## src/rtl/dq_pkg.sv

```systemverilog
`default_nettype none
// ----------------------------------------------------------------------------
// dq_pkg
// Shared types and constants of the double-ended queue: request codes,
// status codes, controller states and the command and status groups
// between the controller and the datapath.
// ----------------------------------------------------------------------------
package dq_pkg;

    // field widths of the request and result transfers
    localparam int KIND_W   = 3;
    localparam int VALUE_W  = 32;
    localparam int POS_W    = 4;
    localparam int STATUS_W = 2;
    localparam int COUNT_W  = 5;

    // default number of stored words
    localparam int DQ_DEPTH = 16;

    // data word of a result that carries an error, and of an unused code
    localparam logic [VALUE_W-1:0] DATA_ERR  = '1;
    localparam logic [VALUE_W-1:0] DATA_NONE = '0;

    // request codes
    typedef enum logic [KIND_W-1:0] {
        K_PUSH_FRONT = 3'd0,
        K_POP_FRONT  = 3'd1,
        K_POP_BACK   = 3'd2,
        K_READ_FIRST = 3'd3,
        K_READ_LAST  = 3'd4,
        K_READ_AT    = 3'd5
    } t_kind;

    // result status codes
    typedef enum logic [STATUS_W-1:0] {
        ST_OK    = 2'd0,
        ST_EMPTY = 2'd1,
        ST_FULL  = 2'd2,
        ST_RANGE = 2'd3
    } t_status;

    // controller states
    typedef enum logic [1:0] {
        S_IDLE,
        S_READ,
        S_DONE
    } t_state;

    // controller to datapath
    typedef struct packed {
        logic accept;   // request transfer this cycle
        logic capture;  // memory read data is valid this cycle
    } t_dq_cmd;

    // datapath to controller
    typedef struct packed {
        logic needs_read; // current request reads the memory
    } t_dq_sts;

endpackage : dq_pkg
`default_nettype wire

```

## src/rtl/dq_if.sv

```systemverilog
`default_nettype none
// ----------------------------------------------------------------------------
// dq_req_if / dq_rsp_if
// Valid/ready channels carrying requests into and results out of the
// double-ended queue.
// ----------------------------------------------------------------------------
interface dq_req_if;
    import dq_pkg::*;

    logic                      valid;
    logic                      ready;
    logic [KIND_W-1:0]         kind;
    logic signed [VALUE_W-1:0] value;
    logic [POS_W-1:0]          position;

    modport source (output valid, output kind, output value, output position,
                    input ready);
    modport sink   (input valid, input kind, input value, input position,
                    output ready);
endinterface : dq_req_if

interface dq_rsp_if;
    import dq_pkg::*;

    logic                      valid;
    logic                      ready;
    logic signed [VALUE_W-1:0] data;
    logic [STATUS_W-1:0]       status;
    logic [COUNT_W-1:0]        count;

    modport source (output valid, output data, output status, output count,
                    input ready);
    modport sink   (input valid, input data, input status, input count,
                    output ready);
endinterface : dq_rsp_if
`default_nettype wire

```

## src/rtl/dq_ram.sv

```systemverilog
`default_nettype none
// ----------------------------------------------------------------------------
// dq_ram
// Generic single-port RAM with registered read data.
// ----------------------------------------------------------------------------
module dq_ram #(
    parameter int WIDTH = 32,
    parameter int DEPTH = 16
) (
    input  wire logic                     i_clk,
    input  wire logic                     i_we,
    input  wire logic [$clog2(DEPTH)-1:0] i_addr,
    input  wire logic [WIDTH-1:0]         i_wdata,
    output logic      [WIDTH-1:0]         o_rdata
);

    logic [WIDTH-1:0] r_mem [DEPTH];
    logic [WIDTH-1:0] r_rdata;

    // write port and registered read
    always_ff @(posedge i_clk) begin
        if (i_we) begin
            r_mem[i_addr] <= i_wdata;
        end
        r_rdata <= r_mem[i_addr];
    end

    assign o_rdata = r_rdata;

endmodule : dq_ram
`default_nettype wire

```

## src/rtl/dq_ctrl.sv

```systemverilog
`default_nettype none
// ----------------------------------------------------------------------------
// dq_ctrl
// Sequencer of the double-ended queue: takes one request, waits for the
// memory read where one is needed, then holds the result until transfer.
// ----------------------------------------------------------------------------
module dq_ctrl (
    input  wire logic            i_clk,
    input  wire logic            i_rst_n,
    input  wire logic            i_in_valid,
    output logic                 o_in_ready,
    output logic                 o_out_valid,
    input  wire logic            i_out_ready,
    input  wire dq_pkg::t_dq_sts i_sts,
    output dq_pkg::t_dq_cmd      o_cmd
);
    import dq_pkg::*;

    t_state r_state;
    t_state n_state;

    // state register
    always_ff @(posedge i_clk) begin
        if (!i_rst_n) begin
            r_state <= S_IDLE;
        end else begin
            r_state <= n_state;
        end
    end

    // next state
    always_comb begin
        n_state = r_state;
        unique case (r_state)
            S_IDLE: begin
                if (i_in_valid) begin
                    n_state = i_sts.needs_read ? S_READ : S_DONE;
                end
            end
            S_READ: begin
                n_state = S_DONE;
            end
            S_DONE: begin
                if (i_out_ready) begin
                    n_state = S_IDLE;
                end
            end
            default: begin
                n_state = S_IDLE;
            end
        endcase
    end

    // outputs
    always_comb begin
        o_in_ready    = (r_state == S_IDLE);
        o_out_valid   = (r_state == S_DONE);
        o_cmd.accept  = (r_state == S_IDLE) && i_in_valid;
        o_cmd.capture = (r_state == S_READ);
    end

    // a read request waits in the read state for the memory
    a_read_wait: assert property (@(posedge i_clk) disable iff (!i_rst_n)
        (o_cmd.accept && i_sts.needs_read) |=> (r_state == S_READ))
        else $error("read request did not wait for memory");

    // other requests go straight to the result state without a memory read
    a_direct_done: assert property (@(posedge i_clk) disable iff (!i_rst_n)
        (o_cmd.accept && !i_sts.needs_read) |=> o_out_valid)
        else $error("direct result not presented");

    // captured read data is presented next cycle
    a_capture_done: assert property (@(posedge i_clk) disable iff (!i_rst_n)
        o_cmd.capture |=> (o_out_valid && !o_in_ready))
        else $error("read result not presented");

endmodule : dq_ctrl
`default_nettype wire

```

## src/rtl/dq_datapath.sv

```systemverilog
`default_nettype none
// ----------------------------------------------------------------------------
// dq_datapath
// Ring pointers, entry count, word store and result register of the
// double-ended queue.
// ----------------------------------------------------------------------------
module dq_datapath #(
    parameter int DEPTH = dq_pkg::DQ_DEPTH
) (
    input  wire logic                              i_clk,
    input  wire logic                              i_rst_n,
    input  wire dq_pkg::t_dq_cmd                   i_cmd,
    output dq_pkg::t_dq_sts                        o_sts,
    input  wire logic [dq_pkg::KIND_W-1:0]         i_kind,
    input  wire logic signed [dq_pkg::VALUE_W-1:0] i_value,
    input  wire logic [dq_pkg::POS_W-1:0]          i_position,
    output logic signed [dq_pkg::VALUE_W-1:0]      o_data,
    output logic [dq_pkg::STATUS_W-1:0]            o_status,
    output logic [dq_pkg::COUNT_W-1:0]             o_count
);
    import dq_pkg::*;

    localparam int PTR_W = $clog2(DEPTH);
    localparam int CNT_W = $clog2(DEPTH + 1);
    localparam int CMP_W = (CNT_W > POS_W) ? CNT_W : POS_W;
    localparam logic [PTR_W:0]   SLOT_LIM = (PTR_W + 1)'(DEPTH);
    localparam logic [CNT_W-1:0] CNT_FULL = CNT_W'(DEPTH);
    localparam logic [PTR_W-1:0] PTR_LAST = PTR_W'(DEPTH - 1);

    logic [PTR_W-1:0]   r_front;
    logic [PTR_W-1:0]   n_front;
    logic [CNT_W-1:0]   r_count;
    logic [CNT_W-1:0]   n_count;
    logic [VALUE_W-1:0] r_data;
    logic [VALUE_W-1:0] n_data;
    t_status            r_status;
    t_status            n_status;

    logic               is_empty;
    logic               is_full;
    logic [PTR_W-1:0]   front_dec;
    logic [PTR_W-1:0]   front_inc;
    logic [PTR_W-1:0]   back_slot;
    logic [PTR_W-1:0]   pos_slot;
    logic [CNT_W-1:0]   cnt_m1;
    logic               pos_over;

    logic               ram_we;
    logic [PTR_W-1:0]   ram_addr;
    logic [VALUE_W-1:0] ram_rdata;
    logic               needs_read;

    // ring slot at an offset below the depth from a base slot
    function automatic logic [PTR_W-1:0] slot_of(input logic [PTR_W-1:0] base,
                                                 input logic [PTR_W:0]   off);
        logic [PTR_W:0] sum;
        sum = {1'b0, base} + off;
        if (sum >= SLOT_LIM) begin
            sum = sum - SLOT_LIM;
        end
        return sum[PTR_W-1:0];
    endfunction

    // ring positions and occupancy
    always_comb begin
        is_empty  = (r_count == '0);
        is_full   = (r_count == CNT_FULL);
        cnt_m1    = r_count - 1'b1;
        front_dec = (r_front == '0) ? PTR_LAST : r_front - 1'b1;
        front_inc = slot_of(r_front, (PTR_W + 1)'(1));
        back_slot = slot_of(r_front, (PTR_W + 1)'(cnt_m1));
        pos_slot  = slot_of(r_front, (PTR_W + 1)'(i_position));
        pos_over  = (CMP_W'(i_position) >= CMP_W'(r_count));
    end

    // request decode
    always_comb begin
        n_front    = r_front;
        n_count    = r_count;
        n_data     = DATA_ERR;
        n_status   = ST_OK;
        ram_we     = 1'b0;
        ram_addr   = r_front;
        needs_read = 1'b0;
        unique case (i_kind) inside
            K_PUSH_FRONT: begin
                if (is_full) begin
                    n_status = ST_FULL;
                end else begin
                    ram_we   = i_cmd.accept;
                    ram_addr = front_dec;
                    n_front  = front_dec;
                    n_count  = r_count + 1'b1;
                    n_data   = i_value;
                end
            end
            K_POP_FRONT, K_READ_FIRST: begin
                if (is_empty) begin
                    n_status = ST_EMPTY;
                end else begin
                    needs_read = 1'b1;
                    if (i_kind == K_POP_FRONT) begin
                        n_front = front_inc;
                        n_count = cnt_m1;
                    end
                end
            end
            K_POP_BACK, K_READ_LAST: begin
                if (is_empty) begin
                    n_status = ST_EMPTY;
                end else begin
                    needs_read = 1'b1;
                    ram_addr   = back_slot;
                    if (i_kind == K_POP_BACK) begin
                        n_count = cnt_m1;
                    end
                end
            end
            K_READ_AT: begin
                if (is_empty) begin
                    n_status = ST_EMPTY;
                end else if (pos_over) begin
                    n_status = ST_RANGE;
                end else begin
                    needs_read = 1'b1;
                    ram_addr   = pos_slot;
                end
            end
            default: begin
                n_data = DATA_NONE;
            end
        endcase
    end

    assign o_sts.needs_read = needs_read;

    // pointer and count registers
    always_ff @(posedge i_clk) begin
        if (!i_rst_n) begin
            r_front <= '0;
            r_count <= '0;
        end else if (i_cmd.accept) begin
            r_front <= n_front;
            r_count <= n_count;
        end
    end

    // result register, loaded at request or from the memory read
    always_ff @(posedge i_clk) begin
        if (i_cmd.accept) begin
            r_data   <= n_data;
            r_status <= n_status;
        end else if (i_cmd.capture) begin
            r_data <= ram_rdata;
        end
    end

    // word store
    dq_ram #(
        .WIDTH (VALUE_W),
        .DEPTH (DEPTH)
    ) u_ram (
        .i_clk   (i_clk),
        .i_we    (ram_we),
        .i_addr  (ram_addr),
        .i_wdata (i_value),
        .o_rdata (ram_rdata)
    );

    assign o_data   = r_data;
    assign o_status = r_status;
    assign o_count  = COUNT_W'(r_count);

    // occupancy never exceeds the depth
    a_count_bound: assert property (@(posedge i_clk) disable iff (!i_rst_n)
        r_count <= CNT_FULL)
        else $error("entry count beyond depth");

    // front pointer stays on the ring
    a_front_bound: assert property (@(posedge i_clk) disable iff (!i_rst_n)
        {1'b0, r_front} < SLOT_LIM)
        else $error("front pointer off the ring");

    // a pop on a non-empty queue removes exactly one entry
    a_pop_count: assert property (@(posedge i_clk) disable iff (!i_rst_n)
        (i_cmd.accept && !is_empty &&
         (i_kind == K_POP_FRONT || i_kind == K_POP_BACK))
        |=> (r_count == $past(r_count) - 1'b1))
        else $error("pop did not remove one entry");

endmodule : dq_datapath
`default_nettype wire

```

## src/rtl/double_ended_queue.sv

```systemverilog
`default_nettype none
// Results: a push, an error or an unused code has its result valid the cycle
//   after the request transfer; a pop or read first passes through the read
//   state (registered read of the single-port word store).
// Requests: one at a time; a new one is taken only once the result transfers.
// Reset clears the front pointer and the entry count; stored words are not
//   cleared and need no clearing pass.
// ----------------------------------------------------------------------------
// double_ended_queue
// Bounded double-ended queue of signed words held in a ring buffer.
// ----------------------------------------------------------------------------
module double_ended_queue #(
    parameter int DEPTH = dq_pkg::DQ_DEPTH
) (
    input  wire logic i_clk,
    input  wire logic i_rst_n,
    dq_req_if.sink    i_req,
    dq_rsp_if.source  o_rsp
);
    import dq_pkg::*;

    t_dq_cmd dq_cmd;
    t_dq_sts dq_sts;

    // request sequencing
    dq_ctrl u_ctrl (
        .i_clk       (i_clk),
        .i_rst_n     (i_rst_n),
        .i_in_valid  (i_req.valid),
        .o_in_ready  (i_req.ready),
        .o_out_valid (o_rsp.valid),
        .i_out_ready (o_rsp.ready),
        .i_sts       (dq_sts),
        .o_cmd       (dq_cmd)
    );

    // storage and result
    dq_datapath #(
        .DEPTH (DEPTH)
    ) u_datapath (
        .i_clk      (i_clk),
        .i_rst_n    (i_rst_n),
        .i_cmd      (dq_cmd),
        .o_sts      (dq_sts),
        .i_kind     (i_req.kind),
        .i_value    (i_req.value),
        .i_position (i_req.position),
        .o_data     (o_rsp.data),
        .o_status   (o_rsp.status),
        .o_count    (o_rsp.count)
    );

endmodule : double_ended_queue
`default_nettype wire

```

## src/flat_wrapper.sv

```systemverilog
// flat-port wrapper written by rule: the top's interface ports become plain ports
module double_ended_queue_flat import dq_pkg::*;
#(
    parameter int DEPTH = dq_pkg::DQ_DEPTH
)
  (i_clk, i_rst_n, i_req_valid, i_req_kind, i_req_value, i_req_position, i_req_ready, o_rsp_valid, o_rsp_data, o_rsp_status, o_rsp_count, o_rsp_ready);
  dq_req_if i_req_i ();
  dq_rsp_if o_rsp_i ();
  input  wire logic i_clk;
  input  wire logic i_rst_n;
  input wire logic [$bits(i_req_i.valid)-1:0] i_req_valid;
  input wire logic [$bits(i_req_i.kind)-1:0] i_req_kind;
  input wire logic [$bits(i_req_i.value)-1:0] i_req_value;
  input wire logic [$bits(i_req_i.position)-1:0] i_req_position;
  output wire logic [$bits(i_req_i.ready)-1:0] i_req_ready;
  output wire logic [$bits(o_rsp_i.valid)-1:0] o_rsp_valid;
  output wire logic [$bits(o_rsp_i.data)-1:0] o_rsp_data;
  output wire logic [$bits(o_rsp_i.status)-1:0] o_rsp_status;
  output wire logic [$bits(o_rsp_i.count)-1:0] o_rsp_count;
  input wire logic [$bits(o_rsp_i.ready)-1:0] o_rsp_ready;
  assign i_req_i.valid = i_req_valid;
  assign i_req_i.kind = i_req_kind;
  assign i_req_i.value = i_req_value;
  assign i_req_i.position = i_req_position;
  assign i_req_ready = i_req_i.ready;
  assign o_rsp_valid = o_rsp_i.valid;
  assign o_rsp_data = o_rsp_i.data;
  assign o_rsp_status = o_rsp_i.status;
  assign o_rsp_count = o_rsp_i.count;
  assign o_rsp_i.ready = o_rsp_ready;
  double_ended_queue #(.DEPTH(DEPTH)) u_core (.i_clk(i_clk), .i_rst_n(i_rst_n), .i_req(i_req_i), .o_rsp(o_rsp_i));
endmodule
```

## config.mk

```make
export PLATFORM = sky130hd
export DESIGN_NAME = double_ended_queue_flat
export DESIGN_NICKNAME = d
export VERILOG_FILES = /design/src/rtl/dq_pkg.sv /design/src/rtl/dq_if.sv /design/src/rtl/dq_ram.sv /design/src/rtl/dq_ctrl.sv /design/src/rtl/dq_datapath.sv /design/src/rtl/double_ended_queue.sv /design/src/flat_wrapper.sv
export SDC_FILE = /design/constraint.sdc
export NUM_CORES = 1
export LEC_CHECK = 0
export BUFFER_PORTS_ARGS = -buffer_cell sky130_fd_sc_hd__buf_4
export CAP_MARGIN = 20
export CELL_PAD_IN_SITES_DETAIL_PLACEMENT = 1
export CELL_PAD_IN_SITES_GLOBAL_PLACEMENT = 2
export CORE_UTILIZATION = 30
export CTS_CLUSTER_SIZE = 24
export DETAILED_ROUTE_END_ITERATION = 6
export PLACE_DENSITY = 0.54
export SKIP_LAST_GASP = 1
export SLEW_MARGIN = 20
export SYNTH_ARGS = -nofsm -noshare
export SYNTH_HDL_FRONTEND = slang
export SYNTH_SLANG_ARGS = --single-unit
```

## constraint.sdc

```tcl
create_clock -name i_clk -period 7.3 [get_ports i_clk]
set_input_delay 1.095 -clock i_clk [delete_from_list [all_inputs] [get_ports i_clk]]
set_output_delay 1.095 -clock i_clk [all_outputs]
set_load 0.005 [all_outputs]
```

==> results.md, run 1 <==
* Die Ht at between 200 and 300 um
* Slew Viols, Final at 0
* Post-Syn Area at ~0.024 mm^2
* Detailed-route via count at approximately 13000
* Critical path's top delay family: buffers and inverters
* Final std cells w/o fill at around 2700
* Fin Setup TNS at 0 ps
* Setup Skew at between 15 and 20 ps
* Gp weighted congestion at around 0.74
* WL per Instance at about 24 um
* Commonest non-fill, non-tap cell in the layout: edfxtp_1
* Psw at ~2.0 mW
* Final core utilization at between 30% and 40%
* Yosys reg bits at approximately 590
* Most frequent cells in the layout: edfxtp_1 (546), mux2i_1 (485), buf_4 (104)
* Crit path max-delay cell type: buf_4
* CP Cell Sequence: inv_1 > ha_1 > nor4bb_4 > buf_4 > a211oi_1 > o211ai_1 > nor4b_4 > buf_12 > buf_4 > mux2i_1 > mux2i_1 > mux2i_1 > mux2i_1
* CTS Hold Bufs at 0
* DP Wirelength at roughly 37000 um
* Worst VDD drop at 0.1346 mV
* Clock slew at reported path FFs at approximately 60 ps
* Detailed Routing Iterations Pass 1 at 4
* Static Leak at between 10 and 15 nW
* Largest net degree at the start of global routing at about 130
* Share of cells above drive strength 1 at between 10% and 20%
* Sw Ratio at around 25%
* Clock sinks at about 600
* Initial Utilization at a little under a third
* Hold Crit Class: flip-flop to flip-flop
* Worst-Skew Late Latency at around 620 ps
* FFs w/ async S/R, synth at 0%
* 1st-iter DRT viols at around 670
* Worst-Margin Slew at between 1000 and 1500 ps
* Max Cap Viol at 0
* Synth Flop Type: edfxtp_1
* Worst Hold Slack at 515.4 ps
* Clk root buf: clkbuf_16
* Net count, final at ~1600
* Sequential power share at between 40% and 50%
* Sequential area share after synthesis at ~71%
* PD cells at 283.6 mW/mm^2
* Worst path most repeated cell: mux2i_1
* Fillers at around 8000
* Final setup fails at 0
* Fin crit share at between 70% and 80%
* CTS tree: built
* CP bufs+invs at 4
* Antenna violations before repair at 1
* RSZ-0062 raised after global routing: no
* Number of global-route vias before repair at 13850
* Resized Gates After CTS at 0
* Worst slew margin at between 20% and 30%
* # diodes at 0
* Post-CTS Repair Setup Buffers at 0
* CTS Buffer Depth at 3
* Period minus WS final at ~5300 ps
* Type of origin of the critical path: flip-flop
* CP Capture Type: flip-flop
* Syn nets at roughly 1500
* Overall power at a little over 8 mW
* Synthesized netlist cell count at 1448
* Syn_area_per_cell at between 15 and 20 um^2
* DRC viols at 0
* Core area at 0.08055 mm^2
* Worst path arrival time at 5750 ps
* Worst-path maximum fanout at 127
* Critical Path RT at ~7800 ps
* Fmax at about 190 MHz
* Vias per cell at around 4.7
* Clock power frac at between 40% and 50%
* Overall Global Routing Usage at roughly 16%
* H-tree depth at 3
* Crit path kind: flip-flop to flip-flop
* Status: complete, no violations
* Yosys cell types at 55
* Gate power share at 11.6%
* Int Pwr at roughly 6.1 mW
* First-pass GRT wire length at 93720 um
* P&R area growth vs syn at 17.26%
* Number of synthesis warnings at 0
* Antenna violation net count after detailed routing at 0
* Die Area at approximately 0.083 mm^2
* Drt total wl at around 64000 um
* Total congestion overflow at 0
* # port buffers at 83
* Num rows at 104
* Num CTS Buffers at between 60 and 70
* Fin. Hold Viols at 0
* Placed cell count at between 2000 and 3000
* CP max stage delay at roughly 800 ps
* EDFF count, synth at about 550
* Num ports at 84
* Die Width at between 200 and 300 um
## metrics by stage
| step | cell area [um^2] | setup slack (ps) |
|---|---|---|
| after global routing | 28640 | 1677 |
| after CTS | 28640 | 1895 |
| after global placement | 26160 | 1650 |
| after floorplan | 24430 | 2507 |
| final | 28640 | 1999 |
| after detailed placement | 26470 | 1828 |
## worst register-to-register path, cell delays in order, from the launching register on
cell	delay [ps]
dfxtp_1	460
inv_1	130
ha_1	310
nor4bb_4	200
buf_4	330
a211oi_1	340
o211ai_1	190
nor4b_4	660
buf_12	710
buf_4	1040
mux2i_1	300
mux2i_1	170
mux2i_1	210
mux2i_1	90
## state kept, by name (all words and copies together), names as in the netlist
| name | count |
|---|---|
| u_core.u_datapath.u_ram.r_mem | 512 |
| u_core.u_datapath.o_data | 32 |
| u_core.u_datapath.o_count | 5 |
| u_core.u_datapath.u_ram.o_rdata | 32 |
| u_core.u_datapath.r_front | 4 |
| u_core.u_datapath.o_status | 2 |
| u_core.u_ctrl.r_state | 2 |
## Yosys cell counts, types with 2 or more instances
cell type  number  area (um^2)
a211oi_1        3        22.52
a211oi_2        2        25.02
a21oi_1        16        80.08
a31oi_1         3        18.77
a32oi_1         2        17.52
and2_1          4        25.02
and3_1          3        18.77
buf_2          14        70.07
buf_4           9        67.56
buf_6          33        371.6
clkbuf_1       22        82.58
dfxtp_1        43        860.8
edfxtp_1      546        16400
fa_1            2        40.04
ha_1           14        175.2
inv_1          12        45.04
mux2i_1       485         4855
nand2_1        51        191.4
nand2b_1        4        25.02
nand3_1        39        195.2
nand4_1         3        18.77
nor2_1         39        146.4
nor2b_1         4        25.02
nor3_1          4        20.02
nor3b_1         2        15.01
nor4_1          2        12.51
nor4bb_1        2        20.02
o211ai_1        4        30.03
o21a_1          3        22.52
o21ai_0        41        205.2
o21ai_1         2        10.01
or3_1           2        12.51
xnor2_1         7        61.31
xor2_1          5        43.79
## cells by family (layout without fill, tap and decap cells)
kind of cell	count (synthesis)	after routing	share of synthesized area, %
compound gates	87	87	2.152
xor+xnor	12	12	0.4303
fa+ha+maj	16	16	0.8811
buf+inv	91	257	2.669
flops	589	589	70.65
mux	486	486	19.94
simple gates	167	167	3.283
## per-layer routing
layer | track usage, % | up-vias | share of wire (%)
li1 | - | 5820 | -
met1 | 21.38 | 6598 | 48
met2 | 25.12 | 183 | 47
met3 | 2.540 | 89 | 3.2
met4 | 4.721 | 0 | 2.1
met5 | 0 | - | 0
## layout make-up
cell class	count	area, um^2	share of cell area [%]
clock buffer	99	1901	6.636
clock inverter	28	275.3	0.9611
inverter	12	45.04	0.1573
multi-input combinational	768	6714	23.44
sequential	589	17260	60.25
tap	1060	1326	4.631
timing repair buffer	118	1124	3.923
## final timing paths
check | startpoint | end | slack [ps] | cells past startpoint
min | u_core.u_datapath.u_ram.o_rdata[7] | u_core.u_datapath.o_data[7] | 520 | 2
min reg2reg | u_core.u_datapath.u_ram.o_rdata[7] | u_core.u_datapath.o_data[7] | 520 | 2
max | u_core.u_datapath.o_count[0] | u_core.u_datapath.u_ram.o_rdata[15] | 2000 | 13
max reg2reg | u_core.u_datapath.o_count[0] | u_core.u_datapath.u_ram.o_rdata[15] | 2000 | 13
## power groups by stage
stage                     clock, mW  combinational [mW]  sequential [mW]
after global routing           3.57                1.03             3.84
after CTS                      3.45               0.970             3.84
after floorplan                   0               0.651             3.89
after global placement            0               0.961             3.91
after detailed placement          0               0.966             3.91
final                          3.34               0.943             3.84
Note: power is estimated with default switching activity, not from simulation.
==> run 2, diff against run 1 <==
PLACE_DENSITY = 0.56   (was 0.54)
clock period = 4.4 ns   (was 7.3 ns; I/O delays follow)
==> run 2 against run 1 <==
- routed wire length decreased by 2.3%
- setup slack got worse by 1600 ps
- highest routed layer unchanged
- total power grew 69%
- combinational power grew 70%
- flip-flop and latch count did not move
- critical path type unchanged
==> results.md, run 2 (synthesized netlist as in run 1, its figures left out) <==
* Num CTS Buffers at 69 (unchanged)
* Type of origin of the critical path: flip-flop (unchanged)
* Worst r2r src: u_core.u_datapath.o_count[0] (unchanged)
* # diodes at 0 (unchanged)
* Worst-Skew Late Latency at 610 ps (was 620 ps)
* Commonest non-fill, non-tap cell in the layout: edfxtp_1 (unchanged)
* Net count, final at 1649 (was 1617)
* Worst VDD drop at 0.2697 mV (was 0.1346 mV)
* Fin Setup TNS at 0 ps (unchanged)
* Antenna violation net count after detailed routing at 0 (unchanged)
* Reg with most FFs: u_core.u_datapath.u_ram.r_mem (unchanged)
* Drt total wl at 62140 um (was 63580 um)
* Share of cells above drive strength 1 at 17.14% (was 15.06%)
* DP Worst Slack at 328.7 ps (was 1828 ps)
* Min-Delay Startpoint: i_rst_n (was u_core.u_datapath.u_ram.o_rdata[7])
* Num ports at 84 (unchanged)
* Die Ht at 287.3 um (unchanged)
* Largest net degree at the start of global routing at 92 (was 128)
* Total congestion overflow at 0 (unchanged)
* Resized Gates After CTS at 0 (unchanged)
* Detailed-route via count at 12840 (was 12690)
* Psw at 3.278 mW (was 1.997 mW)
* Post-CTS Repair Setup Buffers at 0 (unchanged)
* Hold Crit Class: primary input to flip-flop (was flip-flop to flip-flop)
* Critical Path RT at 4650 ps (was 7750 ps)
* Max Cap Viol at 0 (unchanged)
* Vias per cell at 4.748 (was 4.746)
* # port buffers at 83 (unchanged)
* Clock slew at reported path FFs at 60 ps (about the same)
* WL per Instance at 22.97 um (was 23.78 um)
* Worst slew margin at 46.31% (was 29.53%)
* Overall power at 13.76 mW (was 8.123 mW)
* Detailed Routing Iterations Pass 1 at 5 (was 4)
* Die Width at 287.3 um (unchanged)
* Int Pwr at 10.48 mW (was 6.126 mW)
* Final worst slack at 419.1 ps (was 1999 ps)
* Sequential power share at 46.2% (was 47.2%)
* Core area at 0.08055 mm^2 (unchanged)
* Max reg flops at 512 (unchanged)
* Setup Skew at 20.58 ps (was 19.75 ps)
* Die Area at 0.08256 mm^2 (unchanged)
* DRC viols at 0 (unchanged)
* Number of global-route vias before repair at 13850 (about the same)
* CTS Buffer Depth at 3 (unchanged)
* Clock sinks at 589 (unchanged)
* H-tree depth at 3 (unchanged)
* 1st-iter DRT viols at 591 (was 667)
* Flop-to-flop setup slack at 420 ps (was 2000 ps)
* Worst-path maximum fanout at 20 (was 127)
* Met1 Use GR at 19.98% (was 21.38%)
* DP Wirelength at 37600 um (was 37170 um)
* Fin crit share at 90.47% (was 72.61%)
* RSZ-0062 raised after global routing: no (unchanged)
* Overall Global Routing Usage at 15.11% (was 15.56%)
* PD cells at 472.9 mW/mm^2 (was 283.6 mW/mm^2)
* Fin. Hold Viols at 0 (unchanged)
* Worst-Margin Slew at 805.3 ps (was 1057 ps)
* Clock power frac at 42.2% (was 41.2%)
* Sw Ratio at 23.82% (was 24.58%)
* Period minus WS final at 3981 ps (was 5301 ps)
* CTS Hold Bufs at 0 (unchanged)
* Worst path arrival time at 4230 ps (was 5750 ps)
* Worst Hold Depth at 2 (unchanged)
* Gp weighted congestion at 0.7711 (was 0.7384)
* R2r worst-path depth at 13 (unchanged)
* Antenna violations before repair at 0 (was 1)
* Worst r2r dst: u_core.u_datapath.u_ram.r_mem[14][12] (was u_core.u_datapath.u_ram.o_rdata[15])
* Worst Hold Slack at 354.1 ps (was 515.4 ps)
* Crit path kind: flip-flop to flip-flop (unchanged)
* Most used routing layer: met2 (unchanged)
* Final core utilization at 36.13% (was 35.56%)
* Most frequent cells in the layout: edfxtp_1 (546), mux2i_1 (485), buf_4 (124) (was edfxtp_1 (546), mux2i_1 (485), buf_4 (104))
* Fmax at 251.2 MHz (was 188.7 MHz)
* Hold worst-path end: u_core.u_ctrl.r_state[1] (was u_core.u_datapath.o_data[7])
* Met3 usage at 2.214% (was 2.540%)
* First-pass GRT wire length at 92050 um (was 93720 um)
* CP Capture Type: flip-flop (unchanged)
* P&R area growth vs syn at 19.15% (was 17.26%)
* Clk root buf: clkbuf_16 (unchanged)
* Initial Utilization at 30.32% (unchanged)
* Gate power share at 11.6% (about the same)
* Crit path from: u_core.u_datapath.o_count[0] (unchanged)
* Met2 Resource Use GR at 25.40% (was 25.12%)
* Slew Viols, Final at 0 (unchanged)
* CTS tree: built (unchanged)
* Num rows at 104 (unchanged)
* Status: complete, no violations (unchanged)
* Final setup fails at 0 (unchanged)
* Static Leak at 11.34 nW (was 11.10 nW)
run 2: changes by cell type in the layout (fill, tap and decap cells not counted), sizes merged:
cell,before,now
inv,17,15
clkinvlp,1,2
clkinv,19,20
buf,118,150
clkbuf,99,94
bufinv,3,7
run 2: cell type report:
cell class / count / area, um^2
tap: 1060 / 1326
inverter: 12 / 45.04
timing repair buffer: 150 / 1451
multi-input combinational: 768 / 6714
fill: 7989 / 51440
sequential: 589 / 17260
clock buffer: 94 / 1934
clock inverter: 32 / 375.4
run 2: metal layers:
layer | part of all wire (%) | wire length (um)
met1 | 46 | 28490
met2 | 49 | 30410
met3 | 3.0 | 1849
met4 | 2.2 | 1383
met5 | 0 | 0
run 2: critical path: stages, from the launching register on:
cell and delay [ps]:
dfxtp_1 460, inv_1 120, ha_1 310, xor2_1 180, ha_1 340, a21oi_1 200, and3_1 180, mux2i_1 100
or3_1 360, a31oi_1 280, a211oi_4 130, or2_2 450, nor2_4 140, buf_4 350
run 2: worst max-delay path by stage:
| stage | end | slack, ps | cells past startpoint |
|---|---|---|---|
| finish | u_core.u_datapath.u_ram.r_mem[14][12] | 420 | 13 |
| detailed placement | u_core.u_datapath.u_ram.o_rdata[25] | 330 | 13 |
| global placement | u_core.u_datapath.u_ram.o_rdata[26] | 340 | 13 |
| global route | u_core.u_datapath.u_ram.o_rdata[25] | 80 | 13 |
| floorplan | u_core.u_datapath.u_ram.r_mem[13][0] | -40 | 12 |
| CTS | u_core.u_datapath.u_ram.o_rdata[25] | 330 | 13 |
run 2: stage by stage:
step / cells / instance area [um^2]
floorplan: 1448 / 24430
global placement: 2579 / 26790
detailed placement: 2579 / 26790
CTS: 2705 / 29100
global route: 2705 / 29100
finish: 2705 / 29100
run 2: power groups by stage:
stage / sequential, mW / clock, mW / combinational, mW
CTS: 6.36 / 6.00 / 1.65
detailed placement: 6.47 / 0 / 1.65
global route: 6.37 / 6.19 / 1.74
finish: 6.36 / 5.80 / 1.60
global placement: 6.48 / 0 / 1.64
floorplan: 6.46 / 0 / 1.08
